--- src/design/mtee_pkg.sv ---
// Shared types and constants for the MIDI track event encoder.
package mtee_pkg;

    localparam int DeltaWidth = 28;
    localparam int GroupWidth = 7;
    localparam int NumGroups  = 4;

    localparam logic [7:0] ContBit   = 8'h80;
    localparam logic [6:0] GroupMask = 7'h7f;

    typedef struct packed {
        logic [DeltaWidth-1:0] delta_ticks;
        logic [7:0]            event_type;
        logic [3:0]            channel;
        logic [7:0]            first_data;
        logic [7:0]            second_data;
    } event_t;

    typedef struct packed {
        logic [7:0]  out_byte;
        logic        last_byte;
        logic [31:0] track_length;
    } result_t;

    // Classified event: delta split into groups, group count minus one,
    // status byte and the two data bytes.
    typedef struct packed {
        logic [NumGroups-1:0][GroupWidth-1:0] groups;
        logic [1:0]                           ngroups_m1;
        logic [7:0]                           status;
        logic [7:0]                           first_data;
        logic [7:0]                           second_data;
    } job_t;

endpackage

--- src/design/midi_track_event_encoder_core.sv ---
// Top level of the MIDI track event encoder.
//
// Input channel evt: one request per MIDI track event (delta time, event
// type, channel, two data bytes), taken when evt_valid is high and
// evt_stall low. Output channel res: one request per encoded byte, with a
// last_byte flag on the final byte and the running track byte count.
// Each event yields 4 to 7 bytes: 1 to 4 delta bytes (variable-length
// quantity, most significant group first), status, first and second data.
// Path: when the path is empty, the first byte of an event passes the front
// register, queue write, serializer load and output reg, in that order.
// Throughput: one byte per cycle while res_stall is low, set by the
// single-byte output register; the two-entry queue lets the front end
// keep accepting events while the serializer works.
// Reset clears all valid flags and the track byte count to zero.
// While res_stall is high the output byte holds and the serializer waits;
// the queue then fills and evt_stall rises.
module midi_track_event_encoder_core
    import mtee_pkg::*;
(
    input  logic    clk,
    input  logic    rst_n,
    input  logic    evt_valid,
    output logic    evt_stall,
    input  event_t  evt,
    output logic    res_valid,
    input  logic    res_stall,
    output result_t res
);

    logic f_valid;
    logic f_stall;
    job_t f_job;
    logic q_valid;
    logic q_stall;
    job_t q_job;

    mtee_front u_front (
        .clk       (clk),
        .rst_n     (rst_n),
        .evt_valid (evt_valid),
        .evt_stall (evt_stall),
        .evt       (evt),
        .job_valid (f_valid),
        .job_stall (f_stall),
        .job       (f_job)
    );

    mtee_queue u_queue (
        .clk      (clk),
        .rst_n    (rst_n),
        .wr_valid (f_valid),
        .wr_stall (f_stall),
        .wr_job   (f_job),
        .rd_valid (q_valid),
        .rd_stall (q_stall),
        .rd_job   (q_job)
    );

    mtee_back u_back (
        .clk       (clk),
        .rst_n     (rst_n),
        .job_valid (q_valid),
        .job_stall (q_stall),
        .job       (q_job),
        .res_valid (res_valid),
        .res_stall (res_stall),
        .res       (res)
    );

endmodule

--- src/design/mtee_front.sv ---
// Front end: accepts event requests and splits the delta into 7-bit groups.
module mtee_front
    import mtee_pkg::*;
(
    input  logic   clk,
    input  logic   rst_n,
    input  logic   evt_valid,
    output logic   evt_stall,
    input  event_t evt,
    output logic   job_valid,
    input  logic   job_stall,
    output job_t   job
);

    logic valid_reg;
    job_t job_reg;
    job_t job_next;

    always_comb
    begin
        job_next.groups[0]   = evt.delta_ticks[6:0]   & GroupMask;
        job_next.groups[1]   = evt.delta_ticks[13:7]  & GroupMask;
        job_next.groups[2]   = evt.delta_ticks[20:14] & GroupMask;
        job_next.groups[3]   = evt.delta_ticks[27:21] & GroupMask;
        job_next.status      = evt.event_type | {4'h0, evt.channel};
        job_next.first_data  = evt.first_data;
        job_next.second_data = evt.second_data;
        priority if (evt.delta_ticks[27:21] != '0)
            job_next.ngroups_m1 = 2'd3;
        else if (evt.delta_ticks[20:14] != '0)
            job_next.ngroups_m1 = 2'd2;
        else if (evt.delta_ticks[13:7] != '0)
            job_next.ngroups_m1 = 2'd1;
        else
            job_next.ngroups_m1 = 2'd0;
    end

    assign evt_stall = valid_reg && job_stall;
    assign job_valid = valid_reg;
    assign job       = job_reg;

    always_ff @(posedge clk or negedge rst_n)
    begin
        if (!rst_n)
        begin
            valid_reg <= 1'b0;
        end
        else if (!evt_stall)
        begin
            valid_reg <= evt_valid;
        end
    end

    always_ff @(posedge clk)
    begin
        if (!evt_stall && evt_valid)
        begin
            job_reg <= job_next;
        end
    end

endmodule

--- src/design/mtee_queue.sv ---
// Two-entry queue of classified events between front and back ends.
module mtee_queue
    import mtee_pkg::*;
(
    input  logic clk,
    input  logic rst_n,
    input  logic wr_valid,
    output logic wr_stall,
    input  job_t wr_job,
    output logic rd_valid,
    input  logic rd_stall,
    output job_t rd_job
);

    job_t       mem [2];
    logic       wr_ptr_reg;
    logic       rd_ptr_reg;
    logic [1:0] count_reg;
    logic       push;
    logic       pop;

    assign wr_stall = (count_reg == 2'd2);
    assign rd_valid = (count_reg != 2'd0);
    assign rd_job   = mem[rd_ptr_reg];
    assign push     = wr_valid && !wr_stall;
    assign pop      = rd_valid && !rd_stall;

    always_ff @(posedge clk or negedge rst_n)
    begin
        if (!rst_n)
        begin
            wr_ptr_reg <= 1'b0;
            rd_ptr_reg <= 1'b0;
            count_reg  <= 2'd0;
        end
        else
        begin
            if (push)
                wr_ptr_reg <= !wr_ptr_reg;
            if (pop)
                rd_ptr_reg <= !rd_ptr_reg;
            unique case ({push, pop})
                2'b10:   count_reg <= count_reg + 2'd1;
                2'b01:   count_reg <= count_reg - 2'd1;
                default: count_reg <= count_reg;
            endcase
        end
    end

    always_ff @(posedge clk)
    begin
        if (push)
            mem[wr_ptr_reg] <= wr_job;
    end

endmodule

--- src/design/mtee_back.sv ---
// Back end: serializes one event into bytes and keeps the track byte count.
module mtee_back
    import mtee_pkg::*;
(
    input  logic    clk,
    input  logic    rst_n,
    input  logic    job_valid,
    output logic    job_stall,
    input  job_t    job,
    output logic    res_valid,
    input  logic    res_stall,
    output result_t res
);

    logic        busy_reg;
    job_t        cur_reg;
    logic [2:0]  step_reg;
    logic [31:0] count_reg;
    logic        out_valid_reg;
    result_t     out_reg;

    logic        advance;
    logic        at_last;
    logic        load;
    logic [2:0]  ngroups;
    logic [1:0]  gsel;
    logic [7:0]  byte_next;
    logic [31:0] count_next;

    assign ngroups    = {1'b0, cur_reg.ngroups_m1} + 3'd1;
    assign gsel       = cur_reg.ngroups_m1 - step_reg[1:0];
    assign at_last    = (step_reg == ngroups + 3'd2);
    assign advance    = busy_reg && (!out_valid_reg || !res_stall);
    assign load       = !busy_reg || (advance && at_last);
    assign job_stall  = !load;
    assign count_next = count_reg + 32'd1;

    always_comb
    begin
        priority if (step_reg < ngroups)
            byte_next = {1'b0, cur_reg.groups[gsel]} | ((gsel != 2'd0) ? ContBit : 8'h00);
        else if (step_reg == ngroups)
            byte_next = cur_reg.status;
        else if (step_reg == ngroups + 3'd1)
            byte_next = cur_reg.first_data;
        else
            byte_next = cur_reg.second_data;
    end

    assign res_valid = out_valid_reg;
    assign res       = out_reg;

    always_ff @(posedge clk or negedge rst_n)
    begin
        if (!rst_n)
        begin
            busy_reg      <= 1'b0;
            step_reg      <= 3'd0;
            count_reg     <= 32'd0;
            out_valid_reg <= 1'b0;
        end
        else
        begin
            if (load)
            begin
                busy_reg <= job_valid;
                step_reg <= 3'd0;
            end
            else if (advance)
            begin
                step_reg <= step_reg + 3'd1;
            end

            if (advance)
            begin
                count_reg     <= count_next;
                out_valid_reg <= 1'b1;
            end
            else if (!res_stall)
            begin
                out_valid_reg <= 1'b0;
            end
        end
    end

    always_ff @(posedge clk)
    begin
        if (load && job_valid)
            cur_reg <= job;
        if (advance)
        begin
            out_reg.out_byte     <= byte_next;
            out_reg.last_byte    <= at_last;
            out_reg.track_length <= count_next;
        end
    end

endmodule

--- config.mk ---
export PLATFORM = sky130hd
export DESIGN_NAME = midi_track_event_encoder_core
export DESIGN_NICKNAME = d
export VERILOG_FILES = /design/src/design/mtee_pkg.sv /design/src/design/midi_track_event_encoder_core.sv /design/src/design/mtee_front.sv /design/src/design/mtee_queue.sv /design/src/design/mtee_back.sv
export SDC_FILE = /design/constraint.sdc
export NUM_CORES = 1
export LEC_CHECK = 0
export BUFFER_PORTS_ARGS = -buffer_cell sky130_fd_sc_hd__buf_2
export CAP_MARGIN = 20
export CORE_MARGIN = 3
export CORE_UTILIZATION = 53
export DETAILED_ROUTE_END_ITERATION = 6
export GPL_TIMING_DRIVEN = 0
export PLACE_DENSITY = 0.78
export SYNTH_ARGS = -nofsm -noshare
export SYNTH_HDL_FRONTEND = slang
export SYNTH_HIERARCHICAL = 1
export SYNTH_SLANG_ARGS = --single-unit
--- constraint.sdc ---
create_clock -name clk -period 3.6 [get_ports clk]
set_input_delay 0.54 -clock clk [delete_from_list [all_inputs] [get_ports clk]]
set_output_delay 0.54 -clock clk [all_outputs]
set_load 0.01 [all_outputs]
==> metrics.md, run 1 <==
| Metric | Value |
|---|---|
| Vias | 5692 |
| Syn nets | 718 |
| Clock latency on the worst-skew pair | between 0.5 and 0.6 ns |
| First drt pass iteration count | 5 |
| Sink Count | ~300 |
| Die Area | 23900 sq um |
| First-pass GRT wire length | 30800 microns |
| Ys async rst share | 14.0% |
| Syn_area_per_cell | 18.1 sq um |
| Origin of the worst setup path | u_back/cur_reg[24]$_DFFE_PP_ |
| Number of fill cells in the layout | approximately 1.5k |
| Die Y-Extent | 155 microns |
| Worst-Margin Slew | approximately 1.0 ns |
| Num CTS Buffers | 29 |
| Pre-CTS setup slack | 0.382 ns |
| Status | completed |
| Top cell type's share of synthesized area | 65.9% |
| Tcrit/Tclk final | 88.7% |
| Combinational fraction of design power | 25.3% |
| FP Rows | 53 |
| Mux cell area share after synthesis | slightly below 9% |
| Most common cell in the netlist | edfxtp_1 |
| Post-synth cell types | 47 |
| Layout overhead on the synthesized area | 16.4% |
| Top FF cell, synth | edfxtp_1 |
| GPL Wtd Cong | between 0.7 and 0.8 |
| Largest family of logic cells by synthesized area | multiplexers |
| Root Driver | clkbuf_16 |
| Pin count of the biggest net entering global routing | 50 |
| Mapped Area | 11700 sq um |
| Finished Core Util | around 64% |
| Worst Path Required | 3.83 ns |
| Max-slew headroom | 30.7% |
| Final Critical Period | roughly 3.2 ns |
| Post-synthesis xor/xnor area fraction | approximately 5.6% |
| Setup-failing EPs final | 0 |
| Sequential area share after synthesis | 74.8% |
| Worst-path clk slew | 0.06 ns |
| RR Endpoint | u_back/cur_reg[22]$_DFFE_PP_ |
| Vias in the first global route | 6035 |
| Remaining global-route overflow | 0 |
| Fin. Hold Viols | 0 |
| Maxcap violations | 0 |
| Switching share of power | 27.4% |
| Wire per inst | 17.5 microns |
| Leak | 5.37 nW |
| Critical path class | flop to flop |
| Compound-Gate Fraction of Synth Area | 1.07% |
| Layout cell share with drive strength beyond 1 | a little under a third |
| P_sw | 2.99 mW |
| Yosys reg bits | 299 |
| Cts repair resizes | 0 |
| Worst clock skew | roughly 0.012 ns |
| 1st-iter DRT viols | 311 |
| Critical Path Start Type | flop |
| DRC | 0 |
| CTS tree | done |
| CP endpoint | u_back/cur_reg[22]$_DFFE_PP_ |
| Min-delay worst type | primary input to flop |
| Buffers on Ports | 102 |
| Flop2flop setup slack | 0.41 ns |
| Max reg flops | around 110 |
| EDFF count, synth | 257 |
| Routed WL | 19000 microns |
| Critical Path AT | 3.42 ns |
| Longest Clk Path Bufs | 3 |
| Synth area leader | edfxtp_1 |
| Die X | 155 microns |
| Yosys Warn Count | 6 |
| Core Region | 21400 sq um |
| Setup ws final | just over 0.4 ns |
| Vias per cell | 5.25 |
| Adder-cell area share of the yosys netlist | roughly 1.1% |
| Power share of the sequential group | 48.0% |
| Starting Density | 54.9% |
| Post-Syn Instances | 648 |
| Power Dens Cells | 800 nW/um^2 |
| Worst IR Drop VDD | 0.460 mV |
| Post-CTS setup buffers | 0 |
| Tot GR Track Use | 16.2% |
| Antenna Cells | 0 |
| Final Total Pwr | between 10 and 15 mW |
| Internal cell power | 7.93 mW |
| FF-to-FF path depth | 7 |
| Worst-path maximum fanout | 41 |
| Hold_buf cts | 0 |
| Initial antenna violation count | 0 |
| I/O Pins | 103 |
| Clock share of power | 26.8% |
| Final net count | roughly 860 |
| Placed cells | between 1k and 1.5k |
| Synth cell count leaders | 257 x edfxtp_1, 49 x mux2_4, 43 x xor2_1 |
| Non-filler instance count after layout | between 1k and 1.5k |
| RSZ-0062 raised after global routing | no |
| Routed Antenna Nets | 0 |
| Largest cells by area after synthesis | edfxtp_1 66%, dfrtp_1 9.0%, mux2_4 6.3% |
| CTS H-Tree Depth | 1 |
| Post-synthesis simple-gate area fraction | 6.55% |
| Highest clock rate | ~310 MHz |
| Slew Limit Fails | 0 |
| Dpl hpwl | 13000 microns |
| Crit end category | flop |
| Hold WS | between 0.15 and 0.2 ns |
| Reg-to-Reg Start | u_back/cur_reg[24]$_DFFE_PP_ |
## worst max-delay path, stage by stage (launching register included)
cell and delay, ns:
edfxtp_1 0.38, inv_1 0.11, ha_1 0.40, buf_1 0.63, nand3b_1 0.30, o21ai_0 0.32
and2_2 0.44, buf_12 0.29
## metal layers
| layer | up-vias | share of wire [%] | GRT usage (%) |
|---|---|---|---|
| met4 | 0 | 2.7 | 5.13 |
| li1 | 2693 | - | - |
| met5 | - | 0 | 0 |
| met3 | 43 | 5.8 | 2.85 |
| met2 | 175 | 52 | 28.8 |
| met1 | 2781 | 40 | 20.3 |
## power by group through the flow
stage | logic [mW] | registers, mW | clock network [mW]
floorplan | 1.94 | 5.29 | 0
global placement | 2.58 | 5.31 | 0
detailed placement | 2.77 | 5.31 | 0
CTS | 2.80 | 5.24 | 3.00
global route | 2.98 | 5.31 | 3.15
finish | 2.76 | 5.23 | 2.92
## cell usage in the layout (no fill, tap or decap), types with 4 or more instances in the layout
cell / synthesis / layout
nor3_1: 10 / 10
clkbuf_1: 6 / 11
nand4_1: 9 / 9
o21ai_0: 9 / 9
clkinv_2: 0 / 6
xor2_1: 43 / 43
clkinv_1: 1 / 5
nand2b_1: 4 / 4
clkbuf_8: 0 / 4
ha_1: 10 / 10
buf_12: 5 / 10
inv_1: 16 / 16
nor2_1: 40 / 39
xnor2_1: 26 / 26
dfrtp_1: 42 / 42
nand3_1: 14 / 14
o22ai_1: 7 / 7
mux2_2: 12 / 12
mux2_4: 49 / 49
nand2_1: 28 / 28
edfxtp_1: 257 / 257
or2_2: 5 / 5
clkbuf_16: 0 / 29
mux4_2: 7 / 7
buf_2: 2 / 104
## stage by stage
stage / area (sq um) / setup TNS [ns]
after floorplan: 11700 / 0
after global placement: 12600 / -86.35
after detailed placement: 12700 / 0
after CTS: 13600 / 0
after global routing: 13600 / 0
final: 13600 / 0
## cell families after synthesis
logic type	Yosys count
compound gates	21
buf+inv	36
simple gates	141
flops	299
xor+xnor	71
fa+ha+maj	10
mux	70
## worst min-delay path by stage
stage                     depth (start not counted)                      endpoint  slack (ns)                      start
after floorplan                                   0   u_back/busy_reg$_DFFE_PN0N_        0.24                      rst_n
after global placement                            0   u_queue/mem[0][7]$_DFFE_PP_        0.42   u_front/job[7]$_DFFE_PP_
final                                             1     u_front/job[30]$_DFFE_PP_        0.17                    evt[32]
after CTS                                         1     u_front/job[30]$_DFFE_PP_        0.15                    evt[32]
after global routing                              1      u_front/job[3]$_DFFE_PP_        0.16                     evt[3]
after detailed placement                          0  u_queue/mem[1][45]$_DFFE_PP_        0.43  u_front/job[45]$_DFFE_PP_
## final cells by class
| cell class | instances | area (sq um) | share of cell area (%) |
|---|---|---|---|
| sequential | 299 | 8770 | 64.3 |
| multi-input combinational | 313 | 2730 | 20.0 |
| clock buffer | 38 | 800 | 5.86 |
| timing repair buffer | 108 | 621 | 4.55 |
| tap | 275 | 344 | 2.52 |
| buffer | 19 | 169 | 1.24 |
| clock inverter | 16 | 138 | 1.01 |
| inverter | 17 | 65.1 | 0.477 |
Note: power is estimated with default switching activity, not from simulation.
==> inputs of run 2 (changes only) <==
--- a/config.mk
+++ b/config.mk
@@ -7,8 +7,10 @@
 export LEC_CHECK = 0
 export BUFFER_PORTS_ARGS = -buffer_cell sky130_fd_sc_hd__buf_2
 export CAP_MARGIN = 20
+export CELL_PAD_IN_SITES_DETAIL_PLACEMENT = 1
+export CELL_PAD_IN_SITES_GLOBAL_PLACEMENT = 1
 export CORE_MARGIN = 3
-export CORE_UTILIZATION = 53
+export CORE_UTILIZATION = 46
 export DETAILED_ROUTE_END_ITERATION = 6
 export GPL_TIMING_DRIVEN = 0
 export PLACE_DENSITY = 0.78
==> metrics.md, run 2 (same netlist as run 1, synthesis figures left out) <==
| Metric | Value |
|---|---|
| Status | completed (unchanged) |
| Worst IR Drop VDD | 0.460 mV (about the same) |
| Vias | 5771 (was 5692) |
| Final instance area | 13700 sq um (was 13600 sq um) |
| Most frequent cells in the layout | 257 x edfxtp_1, 104 x buf_2, 49 x mux2_4, 43 x xor2_1, 42 x dfrtp_1 (unchanged) |
| Die X | 166 microns (was 155 microns) |
| 1st-iter DRT viols | 321 (was 311) |
| Max reg flops | 108 (unchanged) |
| Post-CTS setup buffers | 0 (unchanged) |
| Switching share of power | 28.3% (was 27.4%) |
| Leak | 5.40 nW (was 5.37 nW) |
| Hold WS | 0.165 ns (was 0.170 ns) |
| Cts repair resizes | 0 (unchanged) |
| Crit end category | flop (unchanged) |
| I/O Pins | 103 (unchanged) |
| Setup-failing EPs final | 0 (unchanged) |
| Longest Clk Path Bufs | 3 (unchanged) |
| Remaining global-route overflow | 0 (unchanged) |
| Num CTS Buffers | 30 (was 29) |
| Flop2flop setup slack | 0.42 ns (was 0.41 ns) |
| Placed cells | 1078 (was 1029) |
| Slew Limit Fails | 0 (unchanged) |
| Vias in the first global route | 6483 (was 6035) |
| Starting Density | 47.5% (was 54.9%) |
| Die Y-Extent | 166 microns (was 155 microns) |
| Layout cell share with drive strength beyond 1 | 31.0% (was 30.6%) |
| Worst-Margin Slew | 1.01 ns (was 1.03 ns) |
| First-pass GRT wire length | 36200 microns (was 30800 microns) |
| Critical path class | flop to flop (unchanged) |
| Worst-path clk slew | 0.06 ns (about the same) |
| Commonest non-fill, non-tap cell in the layout | edfxtp_1 (unchanged) |
| Highest clock rate | 314 MHz (was 313 MHz) |
| Maxcap violations | 0 (unchanged) |
| RSZ-0062 raised after global routing | no (unchanged) |
| GPL Wtd Cong | 0.748 (was 0.792) |
| Routed Antenna Nets | 0 (unchanged) |
| Combinational fraction of design power | 25.4% (was 25.3%) |
| Buffers on Ports | 102 (unchanged) |
| Fin. Hold Viols | 0 (unchanged) |
| Dpl hpwl | 15600 microns (was 13000 microns) |
| Critical Path AT | 3.42 ns (about the same) |
| Worst clock skew | 0.0118 ns (was 0.0125 ns) |
| Antenna Cells | 0 (unchanged) |
| Setup ws final | 0.420 ns (was 0.407 ns) |
| FP Rows | 57 (was 53) |
| Sink Count | 299 (unchanged) |
| Non-filler instance count after layout | 1134 (was 1085) |
| Min-delay worst type | primary input to flop (unchanged) |
| Clock latency on the worst-skew pair | 0.55 ns (was 0.54 ns) |
| Vias per cell | 5.09 (was 5.25) |
| First drt pass iteration count | 4 (was 5) |
| Final net count | 857 (unchanged) |
| Initial antenna violation count | 0 (unchanged) |
| Layout overhead on the synthesized area | 17.2% (was 16.4%) |
| Tcrit/Tclk final | 88.3% (was 88.7%) |
| Clock share of power | 27.3% (was 26.8%) |
| Die Area | 27400 sq um (was 23900 sq um) |
| Pin count of the biggest net entering global routing | 50 (unchanged) |
| Root Driver | clkbuf_16 (unchanged) |
| Critical Path Start Type | flop (unchanged) |
| Power Dens Cells | 813 nW/um^2 (was 800 nW/um^2) |
| Max-slew headroom | 32.1% (was 30.7%) |
| Internal cell power | 8.02 mW (was 7.93 mW) |
| P_sw | 3.16 mW (was 2.99 mW) |
| Routed WL | 22800 microns (was 19000 microns) |
| Worst Path Required | 3.84 ns (was 3.83 ns) |
| Core Region | 24700 sq um (was 21400 sq um) |
| DRC | 0 (unchanged) |
| Worst-path maximum fanout | 31 (was 41) |
| Final Critical Period | 3.18 ns (was 3.19 ns) |
| CTS tree | done (unchanged) |
| Dpl cell area | 12700 sq um (about the same) |
| Final Total Pwr | 11.2 mW (was 10.9 mW) |
| Wire per inst | 20.1 microns (was 17.5 microns) |
| CTS H-Tree Depth | 1 (unchanged) |
| Tot GR Track Use | 16.5% (was 16.2%) |
| Pre-CTS setup slack | 0.159 ns (was 0.382 ns) |
| Power share of the sequential group | 47.4% (was 48.0%) |
## run 2: changes by cell type in the layout (fill, tap and decap cells not counted), sizes merged
cell / before / now
bufinv: 2 / 3
clkinv: 12 / 16
clkbuf: 46 / 42
buf: 118 / 117
## run 2: worst max-delay path: stages, from the launching register on
cell and delay [ns]:
edfxtp_1 0.39, inv_1 0.12, ha_1 0.75, nand3b_1 0.31
o21ai_0 0.37, and2_2 0.64, buf_12 0.28
## run 2: through the flow
stage / setup TNS, ns / util (%)
floorplan: 0 / -
global placement: -90.87 / 51.2
detailed placement: 0 / 51.6
CTS: 0 / 55.6
global route: 0 / 55.7
finish: 0 / 55.7
## run 2: power by group through the flow
stage          registers [mW]  clock network [mW]  logic [mW]
5_1_grt                  5.37                3.27        3.07
3_5_place_dp             5.36                   0        2.84
3_3_place_gp             5.33                   0        2.59
6_report                 5.29                3.05        2.83
4_1_cts                  5.31                3.13        2.89
2_1_floorplan            5.29                   0        1.94
## run 2: final timing paths
check                                              endpoint                    startpoint  cells past startpoint
setup / recovery               u_back/cur_reg[52]$_DFFE_PP_  u_back/cur_reg[24]$_DFFE_PP_                      6
hold / removal                    u_front/job[21]$_DFFE_PP_                       evt[25]                      1
setup reg to reg               u_back/cur_reg[52]$_DFFE_PP_  u_back/cur_reg[24]$_DFFE_PP_                      6
hold reg to reg                u_queue/mem[0][50]$_DFFE_PP_     u_front/job[50]$_DFFE_PP_                      0
max in group asynchronous       u_back/busy_reg$_DFFE_PN0N_                         rst_n                      3
min in group asynchronous  u_back/count_reg[16]$_DFFE_PN0P_                         rst_n                      2
## run 2: area by class of cell
cell class / count / area, sq um
Fill cell: 2317 / 10900
Sequential cell: 299 / 8770
Multi-Input combinational cell: 313 / 2730
Clock buffer: 34 / 787
Timing Repair Buffer: 108 / 621
Tap cell: 324 / 405
Clock inverter: 21 / 191
Buffer: 18 / 165
Inverter: 17 / 65.1
## run 2: timing repair
item,CTS,global route
endpoints found under the hold margin,0,4
hold buffers,0,1
endpoints found under the setup margin,0,31
## run 2: per-layer routing
layer / up-vias / track usage (%) / wire (microns)
li1: 2689 / - / -
met1: 2905 / 19.9 / 9130
met2: 144 / 30.8 / 12300
met3: 33 / 2.72 / 833
met4: 0 / 4.45 / 527
met5: - / 0 / 0
